<file path="src/hw/rtl/spi_nor_program_erase_sequencer_defines.svh">
// ----------------------------------------------------------------------------
// SPI NOR sequencer assertion macros
// Shared concurrent assertion wrappers, clocked on clk, quiet during rst.
// ----------------------------------------------------------------------------
`ifndef SPI_NOR_PROGRAM_ERASE_SEQUENCER_DEFINES_SVH
`define SPI_NOR_PROGRAM_ERASE_SEQUENCER_DEFINES_SVH

// same-cycle implication
`define SPINOR_ASSERT(label, ante, cons, msg) \
  label: assert property (@(posedge clk) disable iff (rst) (ante) |-> (cons)) \
    else $error(msg);

// next-cycle implication
`define SPINOR_ASSERT_NEXT(label, ante, cons, msg) \
  label: assert property (@(posedge clk) disable iff (rst) (ante) |=> (cons)) \
    else $error(msg);

`endif

</file>
<file path="src/hw/rtl/spinor_pkg.sv">
// ----------------------------------------------------------------------------
// spinor_pkg
// Types, codes and word tables shared by the SPI NOR sequencer modules.
// ----------------------------------------------------------------------------
package spinor_pkg;

  localparam int PAGE_BYTES    = 256;
  localparam int SECTOR_BYTES  = 4096;
  localparam int PAGE_LOG      = $clog2(PAGE_BYTES);
  localparam int SECTOR_LOG    = $clog2(SECTOR_BYTES);
  localparam int QUEUE_DEPTH_DEF = 4;

  localparam logic [24:0] FLASH_SIZE_RST = 25'h1000000;

  // request ops
  localparam logic [2:0] OP_BEGIN_PROG  = 3'd0;
  localparam logic [2:0] OP_PROG_BYTE   = 3'd1;
  localparam logic [2:0] OP_BEGIN_ERASE = 3'd2;
  localparam logic [2:0] OP_CONT_ERASE  = 3'd3;
  localparam logic [2:0] OP_STATUS      = 3'd4;

  // command word kinds
  localparam logic [2:0] KIND_SEL     = 3'd0;
  localparam logic [2:0] KIND_DESEL   = 3'd1;
  localparam logic [2:0] KIND_SEND    = 3'd2;
  localparam logic [2:0] KIND_READ    = 3'd3;
  localparam logic [2:0] KIND_DONE    = 3'd4;
  localparam logic [2:0] KIND_INVALID = 3'd5;

  // flash opcodes
  localparam logic [7:0] FL_WREN  = 8'h06;
  localparam logic [7:0] FL_PP    = 8'h02;
  localparam logic [7:0] FL_SE    = 8'h20;
  localparam logic [7:0] FL_RDSR  = 8'h05;

  // word slots of one job, emitted in ascending order
  localparam int SLOT_N = 15;
  localparam int SLOT_W = 4;
  localparam logic [SLOT_W-1:0] SL_WE_SEL   = 4'd0;
  localparam logic [SLOT_W-1:0] SL_WE_CMD   = 4'd1;
  localparam logic [SLOT_W-1:0] SL_WE_DESEL = 4'd2;
  localparam logic [SLOT_W-1:0] SL_SEL      = 4'd3;
  localparam logic [SLOT_W-1:0] SL_CMD      = 4'd4;
  localparam logic [SLOT_W-1:0] SL_ADDR_HI  = 4'd5;
  localparam logic [SLOT_W-1:0] SL_ADDR_MID = 4'd6;
  localparam logic [SLOT_W-1:0] SL_ADDR_LO  = 4'd7;
  localparam logic [SLOT_W-1:0] SL_DATA     = 4'd8;
  localparam logic [SLOT_W-1:0] SL_DESEL    = 4'd9;
  localparam logic [SLOT_W-1:0] SL_POLL_SEL = 4'd10;
  localparam logic [SLOT_W-1:0] SL_POLL_CMD = 4'd11;
  localparam logic [SLOT_W-1:0] SL_POLL_RD  = 4'd12;
  localparam logic [SLOT_W-1:0] SL_DONE     = 4'd13;
  localparam logic [SLOT_W-1:0] SL_INVALID  = 4'd14;

  typedef enum logic [3:0] {
    PH_IDLE  = 4'b0001,
    PH_PROG  = 4'b0010,
    PH_ERASE = 4'b0100,
    PH_POLL  = 4'b1000
  } phase_t;

  typedef struct packed {
    logic [2:0]  op;
    logic [23:0] offset;
    logic [24:0] length;
    logic [7:0]  data_byte;
  } req_t;

  typedef struct packed {
    logic [2:0] kind;
    logic [7:0] value;
    logic       last;
  } cmd_t;

  // classified work for the back end
  typedef struct packed {
    logic        hdr;      // write enable + opcode + address
    logic        data;
    logic        desel;
    logic        poll;
    logic        done;
    logic        invalid;
    logic [7:0]  opcode;
    logic [23:0] addr;
    logic [7:0]  data_byte;
  } job_t;

  function automatic logic [SLOT_N-1:0] job_mask(input job_t j);
    logic [SLOT_N-1:0] m;
    m = '0;
    m[SL_ADDR_LO:SL_WE_SEL]   = {8{j.hdr}};
    m[SL_DATA]                = j.data;
    m[SL_DESEL]               = j.desel;
    m[SL_POLL_RD:SL_POLL_SEL] = {3{j.poll}};
    m[SL_DONE]                = j.done;
    m[SL_INVALID]             = j.invalid;
    return m;
  endfunction

  // kind and value of one slot; last is filled in by the caller
  function automatic cmd_t slot_word(input logic [SLOT_W-1:0] s, input job_t j);
    cmd_t w;
    w = '0;
    case (s)
      SL_WE_SEL:   w.kind = KIND_SEL;
      SL_WE_CMD:   begin w.kind = KIND_SEND; w.value = FL_WREN; end
      SL_WE_DESEL: w.kind = KIND_DESEL;
      SL_SEL:      w.kind = KIND_SEL;
      SL_CMD:      begin w.kind = KIND_SEND; w.value = j.opcode; end
      SL_ADDR_HI:  begin w.kind = KIND_SEND; w.value = j.addr[23:16]; end
      SL_ADDR_MID: begin w.kind = KIND_SEND; w.value = j.addr[15:8]; end
      SL_ADDR_LO:  begin w.kind = KIND_SEND; w.value = j.addr[7:0]; end
      SL_DATA:     begin w.kind = KIND_SEND; w.value = j.data_byte; end
      SL_DESEL:    w.kind = KIND_DESEL;
      SL_POLL_SEL: w.kind = KIND_SEL;
      SL_POLL_CMD: begin w.kind = KIND_SEND; w.value = FL_RDSR; end
      SL_POLL_RD:  w.kind = KIND_READ;
      SL_DONE:     w.kind = KIND_DONE;
      default:     w.kind = KIND_INVALID;
    endcase
    return w;
  endfunction

endpackage

</file>
<file path="src/hw/rtl/spinor_front.sv">
// ----------------------------------------------------------------------------
// spinor_front
// Accepts requests, tracks the program/erase phase and classifies each word.
// ----------------------------------------------------------------------------
`include "spi_nor_program_erase_sequencer_defines.svh"

module spinor_front (
  input  logic              clk,
  input  logic              rst,
  input  logic              cfg_valid,
  input  logic [24:0]       cfg_data,
  input  logic              req_valid,
  input  spinor_pkg::req_t  req,
  input  logic              q_full,
  output logic              push,
  output spinor_pkg::job_t  job
);

  spinor_pkg::phase_t phase, phase_next;
  logic [24:0] flash_size;
  logic [23:0] base_offset, base_offset_next;
  logic [24:0] total_length, total_length_next;
  logic [24:0] position, position_next;

  logic        range_bad, sect_bad, len_zero;
  logic [24:0] pos_inc;
  logic [25:0] pos_sect;
  logic [24:0] addr_sum;
  logic        page_start, page_end, at_end;

  assign push = req_valid && !q_full;

  always_comb begin
    range_bad  = ({1'b0, req.offset} > flash_size) ||
                 ({2'b00, req.offset} + {1'b0, req.length} > {1'b0, flash_size});
    sect_bad   = |req.length[spinor_pkg::SECTOR_LOG-1:0];
    len_zero   = (req.length == '0);
    pos_inc    = position + 25'd1;
    pos_sect   = {1'b0, position} + 26'(spinor_pkg::SECTOR_BYTES);
    addr_sum   = {1'b0, base_offset} + position;
    page_start = (position[spinor_pkg::PAGE_LOG-1:0] == '0);
    page_end   = (pos_inc[spinor_pkg::PAGE_LOG-1:0] == '0);
    at_end     = (pos_inc >= total_length);
  end

  always_comb begin
    phase_next        = phase;
    base_offset_next  = base_offset;
    total_length_next = total_length;
    position_next     = position;
    job               = '0;
    job.addr          = addr_sum[23:0];
    job.data_byte     = req.data_byte;
    job.opcode        = spinor_pkg::FL_PP;
    case (req.op)
      spinor_pkg::OP_BEGIN_PROG, spinor_pkg::OP_BEGIN_ERASE: begin
        if (phase != spinor_pkg::PH_IDLE) begin
          job.invalid = 1'b1;
        end else if (len_zero) begin
          job.done = 1'b1;
        end else if (range_bad ||
                     (req.op == spinor_pkg::OP_BEGIN_ERASE && sect_bad)) begin
          job.invalid = 1'b1;
        end else begin
          base_offset_next  = req.offset;
          total_length_next = req.length;
          position_next     = '0;
          phase_next        = (req.op == spinor_pkg::OP_BEGIN_PROG) ?
                              spinor_pkg::PH_PROG : spinor_pkg::PH_ERASE;
        end
      end
      spinor_pkg::OP_PROG_BYTE: begin
        if (phase != spinor_pkg::PH_PROG) begin
          job.invalid = 1'b1;
        end else begin
          job.hdr       = page_start;
          job.data      = 1'b1;
          job.desel     = at_end || page_end;
          job.poll      = at_end;
          position_next = pos_inc;
          if (at_end) phase_next = spinor_pkg::PH_POLL;
        end
      end
      spinor_pkg::OP_CONT_ERASE: begin
        if (phase != spinor_pkg::PH_ERASE) begin
          job.invalid = 1'b1;
        end else begin
          job.hdr       = 1'b1;
          job.opcode    = spinor_pkg::FL_SE;
          job.desel     = 1'b1;
          position_next = pos_sect[24:0];
          if (pos_sect >= {1'b0, total_length}) begin
            job.poll   = 1'b1;
            phase_next = spinor_pkg::PH_POLL;
          end
        end
      end
      spinor_pkg::OP_STATUS: begin
        if (phase != spinor_pkg::PH_POLL) begin
          job.invalid = 1'b1;
        end else begin
          job.desel = 1'b1;
          if (req.data_byte[0]) begin
            job.poll = 1'b1;
          end else begin
            job.done   = 1'b1;
            phase_next = spinor_pkg::PH_IDLE;
          end
        end
      end
      default: job.invalid = 1'b1;
    endcase
  end

  always_ff @(posedge clk) begin
    if (rst) begin
      phase        <= spinor_pkg::PH_IDLE;
      flash_size   <= spinor_pkg::FLASH_SIZE_RST;
      base_offset  <= '0;
      total_length <= '0;
      position     <= '0;
    end else begin
      if (cfg_valid) flash_size <= cfg_data;
      if (push) begin
        phase        <= phase_next;
        base_offset  <= base_offset_next;
        total_length <= total_length_next;
        position     <= position_next;
      end
    end
  end

  `SPINOR_ASSERT(a_prog_pos, phase == spinor_pkg::PH_PROG, position < total_length, "program position ran past length")
  `SPINOR_ASSERT(a_erase_pos, phase == spinor_pkg::PH_ERASE, position < total_length, "erase position ran past length")

endmodule

</file>
<file path="src/hw/rtl/spinor_queue.sv">
// ----------------------------------------------------------------------------
// spinor_queue
// Small job FIFO between the front and back ends.
// ----------------------------------------------------------------------------
`include "spi_nor_program_erase_sequencer_defines.svh"

module spinor_queue #(
  parameter int QUEUE_DEPTH = spinor_pkg::QUEUE_DEPTH_DEF
) (
  input  logic             clk,
  input  logic             rst,
  input  logic             push,
  input  spinor_pkg::job_t wr_job,
  output logic             full,
  input  logic             pop,
  output logic             nonempty,
  output spinor_pkg::job_t rd_job
);

  localparam int PTR_W = (QUEUE_DEPTH > 1) ? $clog2(QUEUE_DEPTH) : 1;
  localparam int CNT_W = $clog2(QUEUE_DEPTH + 1);
  localparam logic [PTR_W-1:0] PTR_LAST = PTR_W'(QUEUE_DEPTH - 1);

  spinor_pkg::job_t slots [QUEUE_DEPTH];
  logic [PTR_W-1:0] wr_ptr, rd_ptr;
  logic [CNT_W-1:0] count;

  assign full     = (count == CNT_W'(QUEUE_DEPTH));
  assign nonempty = (count != '0);
  assign rd_job   = slots[rd_ptr];

  always_ff @(posedge clk) begin
    if (push) slots[wr_ptr] <= wr_job;
  end

  always_ff @(posedge clk) begin
    if (rst) begin
      wr_ptr <= '0;
      rd_ptr <= '0;
      count  <= '0;
    end else begin
      if (push) wr_ptr <= (wr_ptr == PTR_LAST) ? '0 : wr_ptr + 1'b1;
      if (pop)  rd_ptr <= (rd_ptr == PTR_LAST) ? '0 : rd_ptr + 1'b1;
      if (push && !pop)      count <= count + 1'b1;
      else if (pop && !push) count <= count - 1'b1;
    end
  end

  `SPINOR_ASSERT(a_no_overflow, push, !full, "job queue overflow")
  `SPINOR_ASSERT(a_no_underflow, pop, nonempty, "job queue underflow")

endmodule

</file>
<file path="src/hw/rtl/spinor_back.sv">
// ----------------------------------------------------------------------------
// spinor_back
// Expands queued jobs into SPI command words, one per cycle unless stalled.
// ----------------------------------------------------------------------------
`include "spi_nor_program_erase_sequencer_defines.svh"

module spinor_back (
  input  logic             clk,
  input  logic             rst,
  input  logic             q_nonempty,
  input  spinor_pkg::job_t q_job,
  output logic             pop,
  output logic             cmd_valid,
  input  logic             cmd_stall,
  output spinor_pkg::cmd_t cmd
);

  logic [spinor_pkg::SLOT_N-1:0] pend, pick, rest;
  logic [spinor_pkg::SLOT_W-1:0] slot;
  spinor_pkg::job_t              cur;
  spinor_pkg::cmd_t              word;
  logic                          advance;

  assign advance = !cmd_valid || !cmd_stall;
  assign pop     = (pend == '0) && q_nonempty;

  always_comb begin
    pick = pend & (~pend + 1'b1);
    rest = pend & ~pick;
    slot = '0;
    for (int i = 0; i < spinor_pkg::SLOT_N; i++) begin
      if (pick[i]) slot = slot | spinor_pkg::SLOT_W'(i);
    end
    word      = spinor_pkg::slot_word(slot, cur);
    word.last = (rest == '0);
  end

  always_ff @(posedge clk) begin
    if (rst) begin
      pend      <= '0;
      cmd_valid <= 1'b0;
    end else begin
      if (advance) begin
        cmd_valid <= (pend != '0);
        if (pend != '0) pend <= rest;
      end
      if (pop) pend <= spinor_pkg::job_mask(q_job);
    end
  end

  always_ff @(posedge clk) begin
    if (pop) cur <= q_job;
    if (advance && pend != '0) cmd <= word;
  end

  `SPINOR_ASSERT_NEXT(a_one_slot, (pend != '0) && advance, $countones(pend) + 1 == $countones($past(pend)), "back end skipped or repeated a word")

endmodule

</file>
<file path="src/hw/rtl/spi_nor_program_erase_sequencer.sv">
// ----------------------------------------------------------------------------
// spi_nor_program_erase_sequencer
// SPI NOR page program / sector erase command sequencer, top level.
// ----------------------------------------------------------------------------
// Path: a request goes through the job queue into the back end, whose words
//   are registered into cmd. Throughput: one request per cycle into the queue
//   unless it is full; the back end takes a new job only once the last one's
//   words (0 to 13) are out, at one word per cycle while cmd_stall is low.
// Reset (rst, synchronous): phase idle, queue and output empty, flash_size
//   back to 16 MiB; no clearing pass.

module spi_nor_program_erase_sequencer #(
  parameter int QUEUE_DEPTH = spinor_pkg::QUEUE_DEPTH_DEF
) (
  input  logic             clk,
  input  logic             rst,
  // flash size register
  input  logic             cfg_valid,
  output logic             cfg_ready,
  input  logic [24:0]      cfg_data,
  // requests
  input  logic             req_valid,
  output logic             req_stall,
  input  spinor_pkg::req_t req,
  // command words to the SPI master
  output logic             cmd_valid,
  input  logic             cmd_stall,
  output spinor_pkg::cmd_t cmd
);

  // Front end owns all sequencing state, so it never waits on the back end
  // except when the job queue is full.
  logic             push, q_full, q_nonempty, pop;
  spinor_pkg::job_t wr_job, rd_job;

  // user must keep register writes to idle; not enforced, always taken
  assign cfg_ready = 1'b1;
  assign req_stall = q_full;

  spinor_front u_front (
    .clk       (clk),
    .rst       (rst),
    .cfg_valid (cfg_valid),
    .cfg_data  (cfg_data),
    .req_valid (req_valid),
    .req       (req),
    .q_full    (q_full),
    .push      (push),
    .job       (wr_job)
  );

  // decouples classification from word expansion
  spinor_queue #(
    .QUEUE_DEPTH (QUEUE_DEPTH)
  ) u_queue (
    .clk      (clk),
    .rst      (rst),
    .push     (push),
    .wr_job   (wr_job),
    .full     (q_full),
    .pop      (pop),
    .nonempty (q_nonempty),
    .rd_job   (rd_job)
  );

  // one command word per cycle into the registered output, unless stalled
  spinor_back u_back (
    .clk        (clk),
    .rst        (rst),
    .q_nonempty (q_nonempty),
    .q_job      (rd_job),
    .pop        (pop),
    .cmd_valid  (cmd_valid),
    .cmd_stall  (cmd_stall),
    .cmd        (cmd)
  );

endmodule

</file>
<file path="config.mk">
export PLATFORM = sky130hd
export DESIGN_NAME = spi_nor_program_erase_sequencer
export DESIGN_NICKNAME = d
export VERILOG_FILES = /design/src/hw/rtl/spinor_pkg.sv /design/src/hw/rtl/spinor_front.sv /design/src/hw/rtl/spinor_queue.sv /design/src/hw/rtl/spinor_back.sv /design/src/hw/rtl/spi_nor_program_erase_sequencer.sv
export VERILOG_INCLUDE_DIRS = /design/src /design/src/hw/rtl
export SDC_FILE = /design/constraint.sdc
export NUM_CORES = 1
export LEC_CHECK = 0
export BUFFER_PORTS_ARGS = -buffer_cell sky130_fd_sc_hd__buf_4
export CAP_MARGIN = 20
export CELL_PAD_IN_SITES_DETAIL_PLACEMENT = 1
export CELL_PAD_IN_SITES_GLOBAL_PLACEMENT = 1
export CORE_UTILIZATION = 42
export CTS_BUF_LIST = sky130_fd_sc_hd__clkbuf_8
export DETAILED_ROUTE_END_ITERATION = 10
export GPL_TIMING_DRIVEN = 0
export PLACE_DENSITY_LB_ADDON = 0.25
export SETUP_SLACK_MARGIN = 0.1
export SYNTH_ARGS = -nofsm -noshare
export SYNTH_HDL_FRONTEND = slang
export SYNTH_SLANG_ARGS = --single-unit
</file>
<file path="constraint.sdc">
create_clock -name clk -period 7.7 [get_ports clk]
set_input_delay 0.385 -clock clk [delete_from_list [all_inputs] [get_ports clk]]
set_output_delay 0.385 -clock clk [all_outputs]
set_load 0.005 [all_outputs]
</file>
==> reports/qor.yml <==
critical_path:
  max_stage_delay_ps: 660
  start_kind: "input port"
  end_kind: "register"
  path_buf_inv: 3
  crit_fanout: 10
  crit_chain: "dlygate4sd3_1 -> buf_4 -> fa_1 -> a211oi_1 -> o21ai_0 -> a211oi_1 -> or3_1 -> a31oi_1 -> o41ai_1 -> nor3_1 -> o31a_1 -> nor2_1 -> xnor2_1 -> ha_1 -> nand4_1 -> or4_1 -> a221oi_1 -> nor4_1 -> o211ai_2 -> or2_1 -> a21oi_1 -> o2111ai_2 -> buf_2 -> mux2i_1"
  cp_data_arrival_time_ps: 7790
  path_class: "input port to register"
  slowest_stage: "or4_1"
  crit_family: "compound AO/OA/AOI/OAI gates"
  cpMostUsedCell: "a211oi_1"
  crit_required_ps: 8260
route:
  vias_per_cell: 5.60
  ant_nets: 0
  wl_per_cell_um: 20.9
  num_vias: 13900
  drt_first_pass_iters: 5
  drc_errors: 0
  drt_iter0_markers: 700
  wirelength_um: 51900
synth:
  syn_nets: 1904
  ys.flop_type: "edfxtp_1"
  synth.top_cell.area_share_pct: 34.2
  synth_top_area_cell: "edfxtp_1"
  netlist_area_mm2: 0.0181
  yosysWarnings: 0
  synth_seq_cells: 334
  synth-edff-count: 206
  ys_seq_area_share_pct: 48.4
  synth.area.top_cells: "edfxtp_1 (34%), dfxtp_1 (14%), ha_1 (11%), mux4_2 (5.0%), mux2i_1 (3.5%)"
  synth_cells: 1656
  synth-async-reset-ratio_pct: 0
  ys_types: 83
  syn_avg_cell_area_um2: 10.9
timing:
  layout_setup_ws_ps: 475
  setup_viol: 0
  fmax_mhz: 138
  layout_min_cycle_time_ps: 7220
  hold_viol: 0
  fin_skew_ps: 35.1
  tightest_slew_ps: 1180
  drv_slew: 0
  maxSlewHeadroom_pct: 20.9
  min_period_over_period_pct: 93.8
  rsz0062_at_grt: "false"
power:
  p_comb_share_pct: 31.8
  p_switching_uw: 2160
  p_per_area_mw_per_mm2: 283
  p_total_uw: 6120
  sequentialPowerShare_pct: 40.7
  p_int_uw: 3960
  p_clk_share_pct: 27.5
  p_leak_uw: 0.00856
  p_sw_share_pct: 35.3
  ir_drop_mv: 0.296
clock_network:
  cts_buffer_depth: 3
  cts_buffers: 59
  clk_latency_ps: 660
  cts_sinks: 334
  path_clk_slew_ps: 60
  cts_tree: "built"
  cts.htree.levels: 2
  ctsRootBufferMaster: "clkbuf_8"
floorplanning:
  rows: 75
  initial_core_util_pct: 42.8
  die_w_um: 209
  core_mm2: 0.0422
  die_area_mm2: 0.0439
  io_pins: 105
  fp.dieH_um: 209
min_path:
  hp-class: "input port to register"
global_routing:
  grt_pass1_wl_um: 80900
  grt_antenna_before_repair: 1
  grt_pass1_vias: 14800
  grt_max_degree: 44
  grt.overflow.total: 0
  track_usage_pct: 24.0
placed_design:
  portBuffers: 102
  place_inst: 2303
  gp_congestion: 0.846
  hpwl_um: 39100
  place_ws_ps: -97.7
layout:
  regArea_mm2: 0.00875
  diodes: 0
  drive_gt1_share_pct: 13.8
  filler_cell_count: 4595
  layout_common_cells: "edfxtp_1 (206), ha_1 (155), nand2_1 (144)"
  layout_commonest_cell: "edfxtp_1"
  finalNonFillerCells: 2487
  nets: 2150
  syn2layout_area_growth_pct: 19.5
  multi_input_area_mm2: 0.00880
run:
  drv_cap: 0
run_status:
  status: "completed"
==> flip-flops by register name, summed over array words and instances, names as in the netlist, named ones only <==
register              count
u_queue.rd_ptr            2
u_queue.wr_ptr            2
u_front.phase             4
u_queue.slots           160
u_back.pend              15
u_back.cmd_valid          1
u_front.flash_size       25
u_front.position         25
u_back.cmd               12
u_front.base_offset      24
u_front.total_length     25
u_queue.count             3
u_back.cur               34
==> cell families after synthesis <==
| logic type | synth area share, % |
|---|---|
| mux | 8.53 |
| other cells | 0.0207 |
| fa+ha+maj | 11.2 |
| flops | 48.4 |
| compound gates | 12.2 |
| buf+inv | 3.01 |
| xor+xnor | 3.39 |
| simple gates | 13.2 |
==> layout make-up <==
cell class                 count  share of cell area, %
inverter                      80                   1.39
multi-input combinational   1182                   40.7
sequential                   334                   40.5
clock inverter                45                   1.59
timing repair buffer         185                   7.58
tap                          539                   3.12
clock buffer                  62                   3.95
buffer                        60                   1.13
==> power groups by stage <==
stage               combinational [uW]  clock, uW  sequential [uW]
floorplan                         1280          0             2460
global placement                  1800          0             2510
detailed placement                1900          0             2530
CTS                               1950       1730             2500
global route                      2130       1800             2520
finish                            1940       1680             2490
==> through the flow <==
step                      TNS, ps  instance area, um2  utilization, %  hold slack [ps]
after global placement          0               19500            46.2              444
final                           0               21600            51.1             45.5
after global routing            0               21600            51.1             19.1
after floorplan                 0               18100               -              436
after CTS                       0               21600            51.1            0.749
after detailed placement     -656               19600            46.5              450
==> worst reg2reg max path: stages (launching register included) <==
cell and delay [ps]:
dfxtp_1 390, clkbuf_1 360, nand4_1 330, nor3_1 1030, nand4_1 220, xnor2_1 220
ha_1 320, nand4_1 140, or2_2 360, nor3_1 300, o211ai_1 240, a21oi_1 340
or4_1 170, o211ai_1 160, a221o_1 390, or4_1 420, a21oi_1 150
==> path summary, 6_finish.rpt <==
path                                                 to                                  from  cells past startpoint  slack (ps)
setup / recovery       u_front.position[4]$_SDFFE_PP0P_                               req[34]                     24         480
hold / removal    u_front.total_length[13]$_SDFFE_PP0P_                               req[21]                      3          50
setup reg to reg          u_front.phase[1]$_SDFFE_PP0P_      u_front.position[2]$_SDFFE_PP0P_                     16        2100
hold reg to reg    u_front.total_length[3]$_SDFFE_PP0P_  u_front.total_length[3]$_SDFFE_PP0P_                      2         450
==> Yosys cell counts, types with 4 or more instances <==
master	instances
xor2_1	19
o31ai_1	11
o211ai_1	7
or2_2	6
o21ai_0	62
o21bai_1	13
o22ai_1	6
and2_1	7
nand3_1	57
o21a_1	14
nor3_1	37
and3_1	8
ha_1	155
nand2_1	144
o2111ai_1	4
a221o_1	8
edfxtp_1	206
xnor2_1	51
nor2b_1	18
or3_1	12
inv_1	78
a21oi_1	122
mux2i_1	64
a222oi_1	4
nand2b_1	13
a211oi_1	11
or4_1	5
nor2_1	137
nor4_1	12
nand4_1	27
dfxtp_1	128
mux4_2	40
clkbuf_1	46
buf_2	9
a31oi_1	9
a21o_1	28
==> repair_timing <==
action,4_1_cts,5_1_grt
endpoints found under the hold margin,100,0
hold buffers,76,0
gates resized for setup,0,1
endpoints found under the setup margin,0,10
setup buffers,0,0
==> metal layers <==
| layer | wire length, um | GRT usage [%] |
|---|---|---|
| met3 | 1600 | 2.93 |
| met1 | 21800 | 27.8 |
| met5 | 0 | 0 |
| met4 | 1790 | 9.44 |
| met2 | 26700 | 44.8 |
Note: power is estimated with default switching activity, not from simulation.
